==> config.mk <==
export PLATFORM = sky130hd
export DESIGN_NAME = max_heap_priority_queue_top
export DESIGN_NICKNAME = d
export VERILOG_FILES = /design/src/rtl/hpq_pkg.sv /design/src/rtl/hpq_ram.sv /design/src/rtl/hpq_cmp.sv /design/src/rtl/max_heap_priority_queue_top.sv
export SDC_FILE = /design/constraint.sdc
export NUM_CORES = 1
export LEC_CHECK = 0
export BUFFER_PORTS_ARGS = -buffer_cell sky130_fd_sc_hd__buf_2
export CAP_MARGIN = 20
export CELL_PAD_IN_SITES_DETAIL_PLACEMENT = 0
export CELL_PAD_IN_SITES_GLOBAL_PLACEMENT = 1
export CORE_MARGIN = 2
export CORE_UTILIZATION = 35
export DETAILED_ROUTE_END_ITERATION = 10
export PLACE_DENSITY = 0.6
export SLEW_MARGIN = 20
export SYNTH_ARGS = -nofsm -noshare
export SYNTH_HDL_FRONTEND = slang
export SYNTH_SLANG_ARGS = --single-unit
==> constraint.sdc <==
create_clock -name clk -period 9.94 [get_ports clk]
set_clock_uncertainty 0.2 [all_clocks]
set_input_delay 1.988 -clock clk [delete_from_list [all_inputs] [get_ports clk]]
set_output_delay 1.988 -clock clk [all_outputs]
set_load 0.03 [all_outputs]
==> src/rtl/hpq_pkg.sv <==
// Shared types and codes for the max-heap priority queue.
// No dependencies; used by hpq_cmp, max_heap_priority_queue_top and the testbench.
`default_nettype none

package hpq_pkg;

  localparam int unsigned FIELD_W = 16;
  localparam int unsigned ENTRY_W = 3 * FIELD_W;

  // request codes
  localparam logic REQ_INSERT = 1'b0;
  localparam logic REQ_REMOVE = 1'b1;

  typedef struct packed {
    logic [FIELD_W-1:0] prio;
    logic [FIELD_W-1:0] job;
    logic [FIELD_W-1:0] pages;
  } entry_t;

  // verdict of the shared comparator
  typedef struct packed {
    logic move;        // a child beats the node
    logic pick_right;  // the winner is the right child
  } cmp_res_t;

endpackage

`default_nettype wire

==> src/rtl/hpq_ram.sv <==
// Generic single-write, single-read RAM with registered read data.
// No dependencies.
`default_nettype none

module hpq_ram #(
  parameter int unsigned WIDTH = 48,
  parameter int unsigned DEPTH = 16
) (
  input  wire logic                     clk,
  input  wire logic                     we,
  input  wire logic [$clog2(DEPTH)-1:0] waddr,
  input  wire logic [WIDTH-1:0]         wdata,
  input  wire logic [$clog2(DEPTH)-1:0] raddr,
  output logic      [WIDTH-1:0]         rdata
);

  logic [WIDTH-1:0] mem [DEPTH];

  always_ff @(posedge clk) begin
    if (we) begin
      mem[waddr] <= wdata;
    end
    rdata <= mem[raddr];
  end

endmodule

`default_nettype wire

==> src/rtl/hpq_cmp.sv <==
// Shared priority comparator: picks the winner of a node and up to two children.
// Depends on hpq_pkg. Used for both sift directions (sift-up feeds the
// moving entry as the only child and its parent as the node).
`default_nettype none

module hpq_cmp (
  input  wire hpq_pkg::entry_t  node,
  input  wire hpq_pkg::entry_t  left,
  input  wire hpq_pkg::entry_t  right,
  input  wire logic             right_ok,
  output hpq_pkg::cmp_res_t     res
);

  logic [hpq_pkg::FIELD_W-1:0] best_prio;
  logic                        left_wins;

  always_comb begin
    // left on ties; right only when strictly above the best so far
    left_wins = left.prio > node.prio;
    best_prio = left_wins ? left.prio : node.prio;
    res.pick_right = right_ok && (right.prio > best_prio);
    res.move = left_wins || res.pick_right;
  end

endmodule

`default_nettype wire

==> src/rtl/max_heap_priority_queue_top.sv <==
// Binary max-heap priority queue: sequencer, heap RAM and shared comparator.
// Depends on hpq_pkg, hpq_ram and hpq_cmp.
//
// Usage: drive req_type and the new_* fields with start high while busy is
// low; the request is taken at that clock edge. An insert (req_type 0) adds
// the entry; a remove (req_type 1) drops the highest-priority entry. An insert
// on a full queue or a remove on an empty one changes nothing and reports
// accepted = 0. Each request gives one result: done is high for exactly one
// cycle with accepted, top_valid, top_* (root entry, zero when empty) and
// entry_count. The receiver cannot hold results off; busy stays high until
// the result cycle, in which a new request may already be started.
// Requests take longer the further the entry climbs or sinks: a rejected
// request or a remove down to empty is answered from idle, an insert into an
// empty queue writes the root directly, and otherwise the entry climbs to its
// parent or sinks to a child level by level until a compare stops it or it
// reaches the root or a leaf. The pace is set by the single RAM read port:
// sift-up reads one parent per cycle, sift-down reads two children per level.
// Reset (rst, synchronous) empties the queue; the RAM contents need no
// clearing since a slot is only used after an entry has been written to it.
`default_nettype none

module max_heap_priority_queue_top #(
  parameter int unsigned CAPACITY = 16
) (
  input  wire logic        clk,
  input  wire logic        rst,
  input  wire logic        start,
  output logic             busy,
  input  wire logic        req_type,
  input  wire logic [15:0] new_priority,
  input  wire logic [15:0] new_job,
  input  wire logic [15:0] new_pages,
  output logic             done,
  output logic             accepted,
  output logic             top_valid,
  output logic [15:0]      top_priority,
  output logic [15:0]      top_job,
  output logic [15:0]      top_pages,
  output logic [4:0]       entry_count
);

  localparam int unsigned AW = $clog2(CAPACITY);
  localparam int unsigned CW = $clog2(CAPACITY + 1);
  localparam int unsigned IW = AW + 2;

  typedef enum logic [7:0] {
    IDLE    = 8'b0000_0001,
    UP_RD   = 8'b0000_0010,
    UP_CMP  = 8'b0000_0100,
    DN_LAST = 8'b0000_1000,
    DN_GETL = 8'b0001_0000,
    DN_GETR = 8'b0010_0000,
    DN_CMP  = 8'b0100_0000,
    WR      = 8'b1000_0000
  } state_t;

  state_t            state, state_next;
  logic [AW-1:0]     pos, pos_next;
  logic [CW-1:0]     count, count_next;
  hpq_pkg::entry_t   cur, cur_next;
  hpq_pkg::entry_t   lch, lch_next;
  hpq_pkg::entry_t   top;
  logic              accepted_next, done_next;

  logic              we;
  logic [AW-1:0]     waddr, raddr;
  hpq_pkg::entry_t   wdata, rdata;

  hpq_pkg::entry_t   cmp_node, cmp_left, cmp_right;
  logic              cmp_right_ok;
  hpq_pkg::cmp_res_t cmp_res;

  logic [IW-1:0]     count_ix;
  logic [AW-1:0]     par, child;
  logic [IW-1:0]     child_ix;
  logic [CW+4:0]     count_wide;

  function automatic logic [AW-1:0] parent_of(input logic [AW-1:0] p);
    logic [AW-1:0] m;
    m = p - AW'(1);
    return m >> 1;
  endfunction

  function automatic logic [IW-1:0] left_of(input logic [AW-1:0] p);
    return {1'b0, p, 1'b1};
  endfunction

  function automatic logic [IW-1:0] right_of(input logic [AW-1:0] p);
    return {1'b0, p, 1'b0} + IW'(2);
  endfunction

  hpq_ram #(
    .WIDTH (hpq_pkg::ENTRY_W),
    .DEPTH (CAPACITY)
  ) u_ram (
    .clk   (clk),
    .we    (we),
    .waddr (waddr),
    .wdata (wdata),
    .raddr (raddr),
    .rdata (rdata)
  );

  hpq_cmp u_cmp (
    .node     (cmp_node),
    .left     (cmp_left),
    .right    (cmp_right),
    .right_ok (cmp_right_ok),
    .res      (cmp_res)
  );

  assign count_ix = IW'(count);
  assign par      = parent_of(pos);

  // comparator operands per sift direction
  always_comb begin
    if (state == UP_CMP) begin
      cmp_node     = rdata;
      cmp_left     = cur;
      cmp_right    = rdata;
      cmp_right_ok = 1'b0;
    end else begin
      cmp_node     = cur;
      cmp_left     = lch;
      cmp_right    = rdata;
      cmp_right_ok = right_of(pos) < count_ix;
    end
  end

  assign child_ix = cmp_res.pick_right ? right_of(pos) : left_of(pos);
  assign child    = child_ix[AW-1:0];

  always_comb begin
    state_next    = state;
    pos_next      = pos;
    count_next    = count;
    cur_next      = cur;
    lch_next      = lch;
    accepted_next = accepted;
    done_next     = 1'b0;
    we            = 1'b0;
    waddr         = pos;
    wdata         = cur;
    raddr         = '0;
    unique case (state)
      IDLE: begin
        if (start) begin
          if (req_type == hpq_pkg::REQ_INSERT) begin
            if (count < CW'(CAPACITY)) begin
              cur_next      = '{prio: new_priority, job: new_job, pages: new_pages};
              pos_next      = count[AW-1:0];
              count_next    = count + CW'(1);
              accepted_next = 1'b1;
              state_next    = (count == '0) ? WR : UP_RD;
            end else begin
              accepted_next = 1'b0;
              done_next     = 1'b1;
            end
          end else begin
            if (count != '0) begin
              count_next    = count - CW'(1);
              pos_next      = '0;
              accepted_next = 1'b1;
              if (count == CW'(1)) begin
                done_next = 1'b1;
              end else begin
                state_next = DN_LAST;
              end
            end else begin
              accepted_next = 1'b0;
              done_next     = 1'b1;
            end
          end
        end
      end
      UP_RD: begin
        raddr      = par;
        state_next = UP_CMP;
      end
      UP_CMP: begin
        // one level per cycle: move the parent down and fetch the next one
        if (cmp_res.move) begin
          we       = 1'b1;
          wdata    = rdata;
          pos_next = par;
          raddr    = parent_of(par);
          if (par == '0) begin
            state_next = WR;
          end
        end else begin
          state_next = WR;
        end
      end
      DN_LAST: begin
        raddr      = count[AW-1:0];
        state_next = DN_GETL;
      end
      DN_GETL: begin
        cur_next = rdata;
        if (left_of(pos) < count_ix) begin
          raddr      = AW'(left_of(pos));
          state_next = DN_GETR;
        end else begin
          state_next = WR;
        end
      end
      DN_GETR: begin
        lch_next = rdata;
        if (right_of(pos) < count_ix) begin
          raddr = AW'(right_of(pos));
        end
        state_next = DN_CMP;
      end
      DN_CMP: begin
        if (cmp_res.move) begin
          we       = 1'b1;
          wdata    = cmp_res.pick_right ? rdata : lch;
          pos_next = child;
          if (left_of(child) < count_ix) begin
            raddr      = AW'(left_of(child));
            state_next = DN_GETR;
          end else begin
            state_next = WR;
          end
        end else begin
          state_next = WR;
        end
      end
      WR: begin
        we         = 1'b1;
        done_next  = 1'b1;
        state_next = IDLE;
      end
      default: begin
        state_next = IDLE;
      end
    endcase
  end

  always_ff @(posedge clk) begin
    if (rst) begin
      state    <= IDLE;
      count    <= '0;
      done     <= 1'b0;
      accepted <= 1'b0;
    end else begin
      state    <= state_next;
      count    <= count_next;
      done     <= done_next;
      accepted <= accepted_next;
    end
  end

  // payload registers; top shadows slot 0 of the RAM
  always_ff @(posedge clk) begin
    pos <= pos_next;
    cur <= cur_next;
    lch <= lch_next;
    if (we && waddr == '0) begin
      top <= wdata;
    end
  end

  assign busy         = state != IDLE;
  assign top_valid    = count != '0;
  assign top_priority = top_valid ? top.prio  : '0;
  assign top_job      = top_valid ? top.job   : '0;
  assign top_pages    = top_valid ? top.pages : '0;
  assign count_wide   = {5'b0, count};
  assign entry_count  = count_wide[4:0];

  a_done_idle : assert property (@(posedge clk) disable iff (rst)
    done |-> !busy)
    else $error("result strobe while sequencer still working");

  a_count_max : assert property (@(posedge clk) disable iff (rst)
    count <= CW'(CAPACITY))
    else $error("entry count above capacity");

  a_full_reject : assert property (@(posedge clk) disable iff (rst)
    (start && !busy && req_type == hpq_pkg::REQ_INSERT && count == CW'(CAPACITY))
      |=> done && !accepted && $stable(count))
    else $error("insert on full queue not rejected");

  a_empty_reject : assert property (@(posedge clk) disable iff (rst)
    (start && !busy && req_type == hpq_pkg::REQ_REMOVE && count == '0)
      |=> done && !accepted && !top_valid)
    else $error("remove on empty queue not rejected");

endmodule

`default_nettype wire

Word level (Yosys, flattened, before mapping)
Memory sizes are Yosys's and may differ from the RTL's. A register that Yosys moved wholly into a read port is not among the register bits.
Index checks and enable logic that the tools add are counted.
{"block": "totals", "ff_bits": 163, "mem_bits_rw": 768, "in_bits": 52, "output_inout_bits": 57, "wordCells": 119, "mem_count": 1}
{"block": "classes", "add_sub_neg": 5, "order_cmp": 6, "eq_ne": 20, "n_mux": 57, "n_reduce_logical": 16}
{"memory": "u_ram.mem", "words": 16, "word_bits": 48, "read_ports": 1, "rd_ports_with_merged_regs": 1, "wr": 1, "line_no": "hpq_ram.sv:17", "rtl": "logic [WIDTH-1:0] mem [DEPTH];"}
{"cell": "48-bit two-way mux", "count": 8}
{"cell": "48-bit one-hot mux with 2 select lines", "count": 2}
{"cell": "8-bit two-way mux", "count": 11}
{"cell": "16-bit two-way mux", "count": 4}
{"cell": "8-bit one-hot mux with 7 select lines", "count": 1}
{"cell": "4-bit two-way mux", "count": 11}
{"cell": "16-bit greater-than comparator", "count": 2}
{"cell": "4-bit one-hot mux with 6 select lines", "count": 1}
{"cell": "5-bit two-way mux", "count": 3}
{"cell": "1-bit two-way mux", "count": 12}
{"cell": "4-bit one-hot mux with 3 select lines", "count": 1}
{"cell": "5-bit less-than comparator", "count": 2}
{"cell": "2-bit inequality test (second input constant)", "count": 5}
{"cell": "3-bit inequality test (second input constant)", "count": 3}
{"cell": "8-bit by 1-bit equality test with 1-bit output (second input constant)", "count": 1}
{"cell": "8-bit by 2-bit equality test with 1-bit output (second input constant)", "count": 1}
{"cell": "8-bit by 3-bit equality test with 1-bit output (second input constant)", "count": 1}
{"cell": "8-bit by 4-bit equality test with 1-bit output (second input constant)", "count": 1}
{"cell": "8-bit by 5-bit equality test with 1-bit output (second input constant)", "count": 1}
{"cell": "8-bit by 6-bit equality test with 1-bit output (second input constant)", "count": 1}
{"cell": "8-bit by 7-bit equality test with 1-bit output (second input constant)", "count": 1}
{"cell": "8-bit equality test (second input constant)", "count": 1}
{"cell": "4-bit zero test", "count": 2}
{"cell": "8-bit by 1-bit inequality test with 1-bit output (second input constant)", "count": 1}
{"cell": "23 further kinds", "count": 27}

Longest topological paths before layout
Gate-level depths: netlist (run 1).
{"block": "depth", "ltp_word": 11, "mapped_depth": 40, "mapped_depth_nobuf": 31}

Modules after synthesis
From an unflattened synthesis (run 1), not the netlist that was laid out.
{"block": "unflattened", "cells_unflattened": 2412, "hier_area_um2": 39803.2}
{"module": "hpq_ram", "instances": 1, "cells_each": 1242, "area_each_um2": 29691.0, "seq_area_each_um2": 24023.0}
{"module": "max_heap_priority_queue_top", "instances": 1, "cells_each": 1054, "area_each_um2": 9166.3, "seq_area_each_um2": 4744.6}
{"module": "hpq_cmp", "instances": 1, "cells_each": 116, "area_each_um2": 945.9, "seq_area_each_um2": 0.0}

Least setup slack after synthesis (run 1)
No wires, ideal clock.
{"block": "synth_timing", "path_kind": "register to register", "from": "reg state[0]", "to": "mem u_ram.mem[0][0], enable pin", "setup_time_ns": 0.513, "t_arrival_ns": 8.722, "t_required_ns": 9.227, "setup_slack_ns": 0.505, "path_stages_with_launch": 27, "path_buffers": 4, "synth_period_minus_slack_ns": 9.435, "path_cell_list": "dfxtp_1 -> nor4_4 -> and4b_1 -> clkbuf_1 -> clkbuf_1 -> mux2i_1 -> ha_1 -> nand3_1 -> or4_1 -> a21o_1 -> o211ai_2 -> nand2_1 -> clkbuf_1 -> clkbuf_1 -> nand2_1 -> o21ai_0 -> ha_1 -> nand4_1 -> nor2_1 -> o2111ai_1 -> nand3_1 -> nand2_1 -> nand2_1 -> nand2_1 -> o21ai_0 -> nand2_1 -> nor3_1"}
{"block": "synth_between", "elab_chain_len": 11, "word_cells_on_any_way": 16, "classes_between": "order compare: 2; eq/ne: 3; mux: 8; reduce/logical: 3"}
{"item": "start: declaration", "line_no": "max_heap_priority_queue_top.sv:57", "rtl": "state_t state, state_next;"}
{"item": "start signal: assignment", "line_no": "max_heap_priority_queue_top.sv:247", "rtl": "state <= state_next;"}
{"item": "8-bit by 3-bit equality test with 1-bit output", "line_no": "max_heap_priority_queue_top.sv:117, max_heap_priority_queue_top.sv:145"}
{"item": "48-bit two-way mux", "line_no": "max_heap_priority_queue_top.sv:117", "rtl": "if (state == UP_CMP) begin"}
{"item": "16-bit greater-than comparator", "line_no": "hpq_cmp.sv:19", "rtl": "left_wins = left.prio > node.prio;"}
{"item": "16-bit two-way mux", "line_no": "hpq_cmp.sv:20", "rtl": "best_prio = left_wins ? left.prio : node.prio;"}
{"item": "16-bit greater-than comparator", "line_no": "hpq_cmp.sv:21", "rtl": "res.pick_right = right_ok && (right.prio > best_prio);"}
{"item": "1-bit logical AND", "line_no": "hpq_cmp.sv:21"}
{"item": "1-bit logical OR", "line_no": "hpq_cmp.sv:22", "rtl": "res.move = left_wins || res.pick_right;"}
{"item": "1-bit two-way mux", "line_no": "max_heap_priority_queue_top.sv:182, max_heap_priority_queue_top.sv:215"}
{"item": "1-bit one-hot mux with 2 select lines (*)", "line_no": "max_heap_priority_queue_top.sv:145", "rtl": "unique case (state)"}
{"item": "1-bit two-way mux (*)", "line_no": "hpq_ram.sv:20", "rtl": "if (we) begin"}
{"item": "1-bit two-way mux (not written as such) (*)", "line_no": "hpq_ram.sv:21", "rtl": "mem[waddr] <= wdata;"}
{"item": "end: declaration", "line_no": "hpq_ram.sv:17"}
Every way passes the cells marked *; elsewhere a longest branch is shown, timed or not.

Worst setup path after layout (run 1)
{"block": "layout_timing", "from": "reg state[0]", "to": "reg u_ram.rdata[1] (read register of u_ram.mem)"}
{"block": "layout_between", "elab_chain_len": 11, "word_cells_on_any_way": 20, "classes_between": "order compare: 3; eq/ne: 6; mux: 9; reduce/logical: 2"}
{"item": "8-bit by 3-bit equality test with 1-bit output", "line_no": "max_heap_priority_queue_top.sv:117, max_heap_priority_queue_top.sv:145"}
{"item": "48-bit two-way mux", "line_no": "max_heap_priority_queue_top.sv:117"}
{"item": "16-bit greater-than comparator", "line_no": "hpq_cmp.sv:19"}
{"item": "16-bit two-way mux", "line_no": "hpq_cmp.sv:20"}
{"item": "16-bit greater-than comparator", "line_no": "hpq_cmp.sv:21"}
{"item": "1-bit logical AND", "line_no": "hpq_cmp.sv:21"}
{"item": "4-bit two-way mux", "line_no": "max_heap_priority_queue_top.sv:130", "rtl": "assign child_ix = cmp_res.pick_right ? right_of(pos) : left_of(pos);"}
{"item": "5-bit less-than comparator", "line_no": "max_heap_priority_queue_top.sv:219", "rtl": "if (left_of(child) < count_ix) begin"}
{"item": "4-bit two-way mux", "line_no": "max_heap_priority_queue_top.sv:219"}
{"item": "4-bit two-way mux", "line_no": "max_heap_priority_queue_top.sv:215", "rtl": "if (cmp_res.move) begin"}
{"item": "4-bit one-hot mux with 6 select lines (*)", "line_no": "max_heap_priority_queue_top.sv:145"}
{"item": "end: declaration", "line_no": "hpq_ram.sv:14", "rtl": "output logic [WIDTH-1:0] rdata"}
Marked as above.
A chain may end at the register's enable or synchronous reset.

==> impl_metrics.env, run 1 <==
export IMPL_status="complete, no violations"
export IMPL_clkTransAtPathRegs_ns=0.06
export IMPL_vias=23700
export IMPL_synth_edff_count=868
export IMPL_cts_tree="built"
export IMPL_clock_sink_count=931
export IMPL_async_flop_share_pct=0
export IMPL_cap_violations=0
export IMPL_synth_top_area_cell="edfxtp_1"
export IMPL_ys_ff_latch=931
export IMPL_ioPinCount=109
export IMPL_synth_area_mux_share_pct=9.01
export IMPL_max_clock_freq_mhz=110
export IMPL_setup_tns_ns=0
export IMPL_insertion_delay_ns=0.69
export IMPL_die_area_um2=114000
export IMPL_antenna_found_initial=4
export IMPL_cp_end_kind="register"
export IMPL_top_layer="met4"
export IMPL_report_final_slew_viol_count=0
export IMPL_postCtsResizedCells=0
export IMPL_path_class="reg -> reg"
export IMPL_place_congestion=0.842
export IMPL_wl_per_cell_um=25.0
export IMPL_ys_seq_area_share_pct=70.0
export IMPL_worst_slew_pin_slew_ns=1.14
export IMPL_wl_met3_um=6110
export IMPL_grt_overflow=0
export IMPL_fin_util_pct=40.9
export IMPL_wl_met2_um=51800
export IMPL_powerDensity_nw_per_um2=224
export IMPL_clockRootBuffer="clkbuf_16"
export IMPL_vias_per_cell=5.30
export IMPL_cts_max_path_buffers=3
export IMPL_period_share_pct=91.6
export IMPL_antenna_left=0
export IMPL_core_um2=111000
export IMPL_route_detailed_drc=0
export IMPL_yosys_area_top_type_share_pct=66.8
export IMPL_nNetsFinal=2998
export IMPL_wirelength_um=112000
export IMPL_synthAdderAreaFrac_pct=1.70
export IMPL_synth_compound_area_share_pct=6.25
export IMPL_wl_met1_um=51800
export IMPL_ys_warn_count=0
export IMPL_grt_pass1_wl_um=162000
export IMPL_finalHoldViolations=0
export IMPL_p_leak_nw=17.3
export IMPL_synth_area_leaders="edfxtp_1, mux2i_1, nand2_1"
export IMPL_ys_flop_type="edfxtp_1"
export IMPL_syn_num_nets=2875
export IMPL_first_pass_iters=5
export IMPL_drt_iter0_drc=2040
export IMPL_yosysUniqueCellTypes=63
export IMPL_cp_slowest_stage_delay_ns=0.52
export IMPL_irDropWorstVdd_mv=0.194
export IMPL_grt_max_degree=124
export IMPL_synth_top_family_by_area="simple AND/OR/NAND/NOR gates"
export IMPL_setup_viol=0
export IMPL_die_w_um=338
export IMPL_syn_inst=2770
export IMPL_cts_setup_buffers=0
export IMPL_drive_above_1_share_pct=17.0
export IMPL_htree_levels=3
export IMPL_avgSynthCellArea_um2=14.1
export IMPL_synth_xor_area_share_pct=0.269
export IMPL_cp_start_kind="register"
export IMPL_holdBufCountCts=0
export IMPL_netlist_area_um2=39000
export IMPL_synthSimpleGateAreaFrac_pct=10.6
export IMPL_fin_crit_ns=9.11
export IMPL_rsz0062_at_grt="no"
export IMPL_die_h_um=338
export IMPL_io_buffers=108
export IMPL_grt_pass1_vias=23700
export IMPL_crit_slowest_cell="or4_1"
export IMPL_diodes=0
export IMPL_areaGrowthSynthToFinish_pct=16.1
export IMPL_crit_required_ns=10.31
export IMPL_crit_path_max_fanout=52
export IMPL_nFillCells=10100
export IMPL_rows=122
export IMPL_dpl_hpwl_um=59400
export IMPL_maxSlewHeadroom_pct=24.0
export IMPL_cts_inserted_buffers=103
export IMPL_initial_core_util_pct=35.3
export IMPL_grt_usage_pct=19.4
export IMPL_hold_class="reg -> reg"
export IMPL_worst_ep_arrival_time_ns=9.48
==> power breakdown <==
| group | internal, mW | total, mW | switching, mW |
|---|---|---|---|
| Combinational | 0.467 | 1.63 | 1.16 |
| Clock | 2.29 | 3.92 | 1.63 |
| Sequential | 4.49 | 4.59 | 0.104 |
==> kinds of logic (layout without fill, tap and decap cells) <==
kind of cell / count (synthesis) / count (layout)
multiplexers: 337 / 337
AO/OA/AOI/OAI: 347 / 347
flip-flops: 931 / 931
XOR/XNOR: 12 / 12
adder cells (fa/ha/maj): 53 / 53
buffers and inverters: 181 / 394
AND/OR/NAND/NOR: 909 / 909
==> registers in the layout, indices dropped and copies added, names as in the netlist <==
register	flops
u_ram.rdata	48
done	1
entry_count	5
lch	48
accepted	1
cur	48
state	8
pos	4
u_ram.mem	768
==> stage by stage <==
stage	power (mW)	worst slack [ns]	cells	hold WS, ns	area [µm²]
after global routing	10.5	0.228	4471	0.278	45300
after floorplan	5.70	0.505	2770	0.227	39000
final	10.1	0.832	4471	0.262	45300
after CTS	10.2	0.896	4471	0.268	45300
after global placement	6.29	1.05	4273	0.243	41600
after detailed placement	6.31	0.888	4276	0.242	41700
==> cells in the mapped netlist, drive strengths merged (5+ instances only) <==
| cell type | n |
|---|---|
| a21oi | 42 |
| nand3 | 69 |
| buf | 74 |
| nand2 | 539 |
| nand4b | 5 |
| a22oi | 40 |
| mux2 | 116 |
| nor2 | 61 |
| edfxtp | 868 |
| nor3 | 12 |
| and3 | 117 |
| a21boi | 12 |
| a211oi | 61 |
| nand4 | 15 |
| nand2b | 8 |
| or3 | 5 |
| a31oi | 39 |
| clkbuf | 86 |
| dfxtp | 63 |
| o21bai | 13 |
| o211ai | 7 |
| a211o | 34 |
| and2 | 50 |
| nor2b | 6 |
| xnor2 | 8 |
| inv | 21 |
| ha | 53 |
| o22ai | 36 |
| o21ai | 35 |
| mux2i | 221 |
| or4 | 14 |
==> final cells by class <==
cell class              count  area, µm²  area share, %
multi-input cells        1658      11100           24.5
repair buffers            178       1370           3.03
inverters                  21       78.8          0.174
clock inverters            68        818           1.81
flip-flops and latches    931      27300           60.3
clock buffers             127       2740           6.04
well taps                1488       1860           4.11
==> layer usage <==
layer / vias up / GRT usage, %
li1: 10700 / -
met1: 12200 / 27.9
met2: 724 / 31.2
met3: 143 / 2.75
met4: 0 / 4.20
met5: - / 0
==> worst max-delay path, delay by kind of cell, from the launching register on <==
family,cells,cell delay (ns)
adder cells (fa/ha/maj),3,1.02
AND/OR/NAND/NOR,12,2.85
flip-flops,1,0.36
multiplexers,3,0.62
AO/OA/AOI/OAI,10,2.27
XOR/XNOR,1,0.15
buffers and inverters,4,1.44
==> layout by cell type, fill, tap and decap left out, types with 50 or more instances in the layout <==
cell / synthesis / layout
mux2i_1: 221 / 221
ha_1: 53 / 53
clkbuf_16: 0 / 103
and2_1: 50 / 50
nand2_1: 539 / 535
buf_2: 37 / 108
dfxtp_1: 63 / 63
and3_1: 117 / 117
a211oi_1: 61 / 61
mux2_2: 116 / 116
nand3_1: 69 / 69
edfxtp_1: 868 / 868
==> final timing paths <==
kind                    from             end  slack, ns  cells after the start
max                 state[0]  u_ram.rdata[1]       0.83                     33
min          u_ram.rdata[27]         lch[27]       0.26                      0
max reg2reg         state[0]  u_ram.rdata[1]       0.83                     33
min reg2reg  u_ram.rdata[27]         lch[27]       0.26                      0
Power figures use the tool's default switching activity.
==> run 2, diff against run 1 <==
--- a/config.mk
+++ b/config.mk
@@ -12,7 +12,9 @@
 export CORE_MARGIN = 2
 export CORE_UTILIZATION = 35
 export DETAILED_ROUTE_END_ITERATION = 10
+export MAX_ROUTING_LAYER = met4
 export PLACE_DENSITY = 0.6
+export SKIP_LAST_GASP = 1
 export SLEW_MARGIN = 20
 export SYNTH_ARGS = -nofsm -noshare
 export SYNTH_HDL_FRONTEND = slang
==> run 2 against run 1 <==
  * Sequential power about the same
  * Total power decreased by 1.5%
  * Core utilization about the same
  * Critical path type unchanged
  * Largest cell class unchanged
==> impl_metrics.env, run 2 (synthesis results as in run 1) <==
export IMPL_status="complete, no violations"
export IMPL_grt_overflow=0
export IMPL_vias_per_cell=5.32
export IMPL_cp_slowest_stage_delay_ns=0.66
export IMPL_antenna_found_initial=3
export IMPL_p_total_mw=9.99
export IMPL_io_buffers=108
export IMPL_holdBufCountCts=0
export IMPL_setup_viol=0
export IMPL_worst_slew_pin_slew_ns=1.15
export IMPL_cp_start_kind="register"
export IMPL_holdWs_ns=0.259
export IMPL_cp_end_kind="register"
export IMPL_irDropWorstVdd_mv=0.171
export IMPL_areaGrowthSynthToFinish_pct=16.0
export IMPL_grt_pass1_vias=23400
export IMPL_crit_path_max_fanout=36
export IMPL_first_pass_iters=6
export IMPL_htree_levels=3
export IMPL_wirelength_um=111000
export IMPL_powerDensity_nw_per_um2=221
export IMPL_drive_above_1_share_pct=16.9
export IMPL_cts_max_path_buffers=3
export IMPL_finalHoldViolations=0
export IMPL_cap_violations=0
export IMPL_vias=23800
export IMPL_diodes=0
export IMPL_grt_max_degree=124
export IMPL_die_h_um=338
export IMPL_cts_setup_buffers=0
export IMPL_min_delay_worst_endpoint="accepted"
export IMPL_clock_sink_count=931
export IMPL_stdcell_area_um2=45300
export IMPL_grt_pass1_wl_um=162000
export IMPL_postCtsResizedCells=0
export IMPL_postPlaceCellArea_um2=41800
export IMPL_cts_tree="built"
export IMPL_instances_no_fill=4478
export IMPL_p_leak_nw=17.3
export IMPL_die_area_um2=114000
export IMPL_antenna_left=0
export IMPL_holdCritStartpoint="accepted"
export IMPL_largest_reg_flops=768
export IMPL_power_switching_mw=2.85
export IMPL_post_place_cells=4283
export IMPL_final_cell_mix="edfxtp_1, nand2_1, mux2i_1, and3_1, mux2_2"
export IMPL_dp_slack_ns=0.940
export IMPL_ioPinCount=109
export IMPL_clkPwrFrac_pct=37.7
export IMPL_worst_ep_arrival_time_ns=9.54
export IMPL_path_class="reg -> reg"
export IMPL_cts_inserted_buffers=103
export IMPL_hold_class="reg -> reg"
export IMPL_clockRootBuffer="clkbuf_16"
export IMPL_pwr_share_comb_pct=16.3
export IMPL_top_register="u_ram.mem"
export IMPL_nNetsFinal=3006
export IMPL_worstReg2RegEnd="u_ram.rdata[24]"
export IMPL_layout_commonest_cell="edfxtp_1"
export IMPL_die_w_um=338
export IMPL_period_share_pct=91.6
export IMPL_core_um2=111000
export IMPL_max_clock_freq_mhz=110
export IMPL_rsz0062_at_grt="no"
export IMPL_insertion_delay_ns=0.70
export IMPL_rows=122
export IMPL_p_int_mw=7.14
export IMPL_dpl_hpwl_um=59900
export IMPL_maxSlewHeadroom_pct=23.4
export IMPL_rrSetupSlack_ns=0.84
export IMPL_power_frac_seq_pct=46.0
export IMPL_ff2ff_path_depth=34
export IMPL_setup_tns_ns=0
export IMPL_fin_crit_ns=9.10
export IMPL_route_detailed_drc=0
export IMPL_initial_core_util_pct=35.3
export IMPL_switching_share_pct=28.5
export IMPL_r2r_start="state[0]"
export IMPL_grt_usage_pct=19.9
export IMPL_crit_required_ns=10.38
export IMPL_report_final_slew_viol_count=0
export IMPL_drt_iter0_drc=2247
export IMPL_crit_slowest_cell="o21ai_4"
export IMPL_place_congestion=0.847
export IMPL_fin_util_pct=40.9
export IMPL_finalWorstSetupSlack_ns=0.839
export IMPL_wl_per_cell_um=24.9
export IMPL_clkTransAtPathRegs_ns=0.06
export IMPL_hold_depth=2
## run 2: cell types whose count changed in the layout (fill, tap and decap cells not counted), sizes merged
cell / previous run / this run
buf: 178 / 186
bufinv: 12 / 4
clkbuf: 127 / 150
clkinv: 44 / 35
clkinvlp: 7 / 2
inv: 26 / 24
## run 2: worst max path at each step
| stage | start | endpoint | slack, ns | cells after the start |
|---|---|---|---|---|
| floorplan | state[0] | u_ram.mem[0][0] | 0.51 | 26 |
| global placement | state[0] | u_ram.rdata[47] | 1.07 | 34 |
| detailed placement | state[0] | u_ram.rdata[24] | 0.94 | 34 |
| CTS | state[0] | u_ram.rdata[24] | 0.93 | 34 |
| global route | state[0] | u_ram.rdata[24] | 0.18 | 34 |
| finish | state[0] | u_ram.rdata[24] | 0.84 | 34 |
## run 2: layer usage
layer	GRT usage [%]	up-vias	part of all wire, %
met3	2.97	167	5.8
met1	27.6	12200	46
li1	-	10700	-
met2	30.8	743	46
met4	5.07	0	2.2
met5	-	-	0
## run 2: critical path, delay by kind of cell (launching register included)
| family | cells | cell delay, ns |
|---|---|---|
| simple gates | 13 | 3.04 |
| fa+ha+maj | 3 | 0.99 |
| flops | 1 | 0.37 |
| mux | 1 | 0.19 |
| buf+inv | 5 | 1.51 |
| xor+xnor | 1 | 0.20 |
| compound gates | 11 | 2.43 |
## run 2: power by group through the flow
stage / sequential (mW) / combinational [mW] / clock, mW
3_5_place_dp: 4.67 / 1.63 / 0
6_report: 4.59 / 1.63 / 3.77
2_1_floorplan: 4.64 / 1.06 / 0
3_3_place_gp: 4.67 / 1.62 / 0
4_1_cts: 4.59 / 1.64 / 3.85
5_1_grt: 4.60 / 1.77 / 3.99
## run 2: cell type report
class / count / area [µm²]
Fill cell: 10100 / 65400
Sequential cell: 931 / 27300
Multi-Input combinational cell: 1658 / 11100
Clock buffer: 150 / 2950
Tap cell: 1488 / 1860
Timing Repair Buffer: 186 / 1500
Clock inverter: 44 / 459
Inverter: 21 / 78.8
==> run 3, diff against run 2 <==
--- a/config.mk
+++ b/config.mk
@@ -10,10 +10,10 @@
 export CELL_PAD_IN_SITES_DETAIL_PLACEMENT = 0
 export CELL_PAD_IN_SITES_GLOBAL_PLACEMENT = 1
 export CORE_MARGIN = 2
-export CORE_UTILIZATION = 35
+export CORE_UTILIZATION = 47
 export DETAILED_ROUTE_END_ITERATION = 10
 export MAX_ROUTING_LAYER = met4
-export PLACE_DENSITY = 0.6
+export PLACE_DENSITY = 0.76
 export SKIP_LAST_GASP = 1
 export SLEW_MARGIN = 20
 export SYNTH_ARGS = -nofsm -noshare
==> run 3 against run 2 <==
  * Count of clock-buffer cells in the layout down 28
  * First-iteration DRC count down 4.8%
  * Combinational power about the same
  * Largest cell class unchanged
  * Hold slack worse by 0.0038 ns
  * Flip-flop and latch count unchanged
  * Highest routed layer unchanged
  * Global-route usage up 4.3 points
  * Critical path type unchanged
  * Routed wire length down 8.7%
  * Fmax up 0.95%
  * Non-clock buffer count down 5
  * Critical path depth down 1
  * Via count up 0.43%
==> impl_metrics.env, run 3 (synthesis results as in run 1) <==
export IMPL_pwr_share_comb_pct=16.4
export IMPL_top_layer="met4"
export IMPL_rrSetupSlack_ns=0.92
export IMPL_drive_above_1_share_pct=16.3
export IMPL_finalHoldViolations=0
export IMPL_core_um2=82100
export IMPL_fin_crit_ns=9.02
export IMPL_ioPinCount=109
export IMPL_die_h_um=292
export IMPL_dpl_hpwl_um=53500
export IMPL_htree_levels=3
export IMPL_cap_violations=0
export IMPL_postCtsResizedCells=0
export IMPL_grt_pass1_wl_um=150000
export IMPL_p_int_mw=7.02
export IMPL_switching_share_pct=28.3
export IMPL_largest_reg_flops=768
export IMPL_layout_commonest_cell="edfxtp_1"
export IMPL_grt_overflow=0
export IMPL_grt_max_degree=95
export IMPL_crit_slowest_cell="or4_1"
export IMPL_crit_path_max_fanout=34
export IMPL_finalWorstSetupSlack_ns=0.924
export IMPL_grt_pass1_vias=23400
export IMPL_initial_core_util_pct=47.5
export IMPL_wl_met2_um=46900
export IMPL_areaGrowthSynthToFinish_pct=13.5
export IMPL_report_final_slew_viol_count=0
export IMPL_grt_usage_pct=24.2
export IMPL_hold_class="reg -> reg"
export IMPL_irDropWorstVdd_mv=0.150
export IMPL_clkPwrFrac_pct=36.7
export IMPL_antenna_left=0
export IMPL_diodes=0
export IMPL_wl_met3_um=7210
export IMPL_rsz0062_at_grt="no"
export IMPL_nNetsFinal=2994
export IMPL_maxSlewHeadroom_pct=25.2
export IMPL_clock_sink_count=931
export IMPL_first_pass_iters=6
export IMPL_io_buffers=108
export IMPL_top_register="u_ram.mem"
export IMPL_cts_inserted_buffers=96
export IMPL_die_area_um2=85400
export IMPL_dp_slack_ns=0.989
export IMPL_wl_per_cell_um=25.1
export IMPL_period_share_pct=90.7
export IMPL_place_congestion=0.883
export IMPL_vias_per_cell=5.92
export IMPL_crit_required_ns=10.30
export IMPL_setup_tns_ns=0
export IMPL_status="complete, no violations"
export IMPL_rows=105
export IMPL_clkTransAtPathRegs_ns=0.06
export IMPL_drt_iter0_drc=2140
export IMPL_clockRootBuffer="clkbuf_16"
export IMPL_antenna_found_initial=0
export IMPL_cts_max_path_buffers=3
export IMPL_cts_tree="built"
export IMPL_path_class="reg -> reg"
export IMPL_fin_util_pct=54.0
export IMPL_power_frac_seq_pct=46.9
export IMPL_holdBufCountCts=0
export IMPL_route_detailed_drc=0
export IMPL_cp_start_kind="register"
export IMPL_worst_slew_pin_slew_ns=1.12
export IMPL_cp_end_kind="register"
export IMPL_powerDensity_nw_per_um2=221
export IMPL_holdWs_ns=0.255
export IMPL_insertion_delay_ns=0.66
export IMPL_p_leak_nw=17.1
export IMPL_vias=23900
export IMPL_final_cell_mix="edfxtp_1, nand2_1, mux2i_1, and3_1, mux2_2"
export IMPL_max_clock_freq_mhz=111
export IMPL_setup_viol=0
export IMPL_cp_slowest_stage_delay_ns=0.53
export IMPL_die_w_um=292
export IMPL_cts_setup_buffers=0
export IMPL_worst_ep_arrival_time_ns=9.38
export IMPL_wirelength_um=102000
export IMPL_wl_met1_um=45200
export IMPL_power_switching_mw=2.77
-- run 3: changes by cell type in the layout (fill, tap and decap cells not counted), sizes merged --
| cell | delta |
|---|---|
| bufinv | +3 |
| clkbuf | -28 |
| buf | -5 |
| clkinvlp | +1 |
| inv | +6 |
| clkinv | +6 |
-- run 3: layout make-up --
cell class / instances / area (µm²)
clock buffer: 122 / 2610
clock inverter: 60 / 563
fill: 6602 / 37800
inverter: 21 / 78.8
multi-input combinational: 1658 / 11100
sequential: 931 / 27300
tap: 1070 / 1340
timing repair buffer: 181 / 1300
-- run 3: layer usage --
| metal | track usage [%] | vias to the layer above |
|---|---|---|
| li1 | - | 10700 |
| met2 | 37.1 | 985 |
| met5 | - | - |
| met3 | 2.85 | 166 |
| met1 | 34.5 | 12100 |
| met4 | 6.75 | 0 |
-- run 3: critical path: cells and delay by family (launching register included) --
| family | cells | cell delay (ns) |
|---|---|---|
| compound gates | 13 | 2.95 |
| fa+ha+maj | 3 | 0.81 |
| buf+inv | 5 | 1.24 |
| flops | 1 | 0.37 |
| mux | 3 | 0.72 |
| simple gates | 9 | 2.54 |
-- run 3: worst paths after layout --
| kind | startpoint | to | depth (start not counted) |
|---|---|---|---|
| setup / recovery | state[0] | u_ram.rdata[14] | 33 |
| hold / removal | u_ram.rdata[24] | lch[24] | 0 |
| setup reg to reg | state[0] | u_ram.rdata[14] | 33 |
| hold reg to reg | u_ram.rdata[24] | lch[24] | 0 |
-- run 3: per-stage QoR --
stage | total power [mW] | instance area [µm²] | cells
after global routing | 10.1 | 44300 | 4043
after floorplan | 5.70 | 39000 | 2770
final | 9.79 | 44300 | 4043
after global placement | 6.25 | 41100 | 3861
after detailed placement | 6.27 | 41100 | 3861
after CTS | 9.84 | 44300 | 4043
-- run 3: power groups by stage --
| stage | logic [mW] | clock network [mW] | registers [mW] |
|---|---|---|---|
| finish | 1.61 | 3.59 | 4.59 |
| global route | 1.73 | 3.79 | 4.60 |
| CTS | 1.61 | 3.64 | 4.59 |
| detailed placement | 1.60 | 0 | 4.67 |
| global placement | 1.58 | 0 | 4.66 |
| floorplan | 1.06 | 0 | 4.64 |
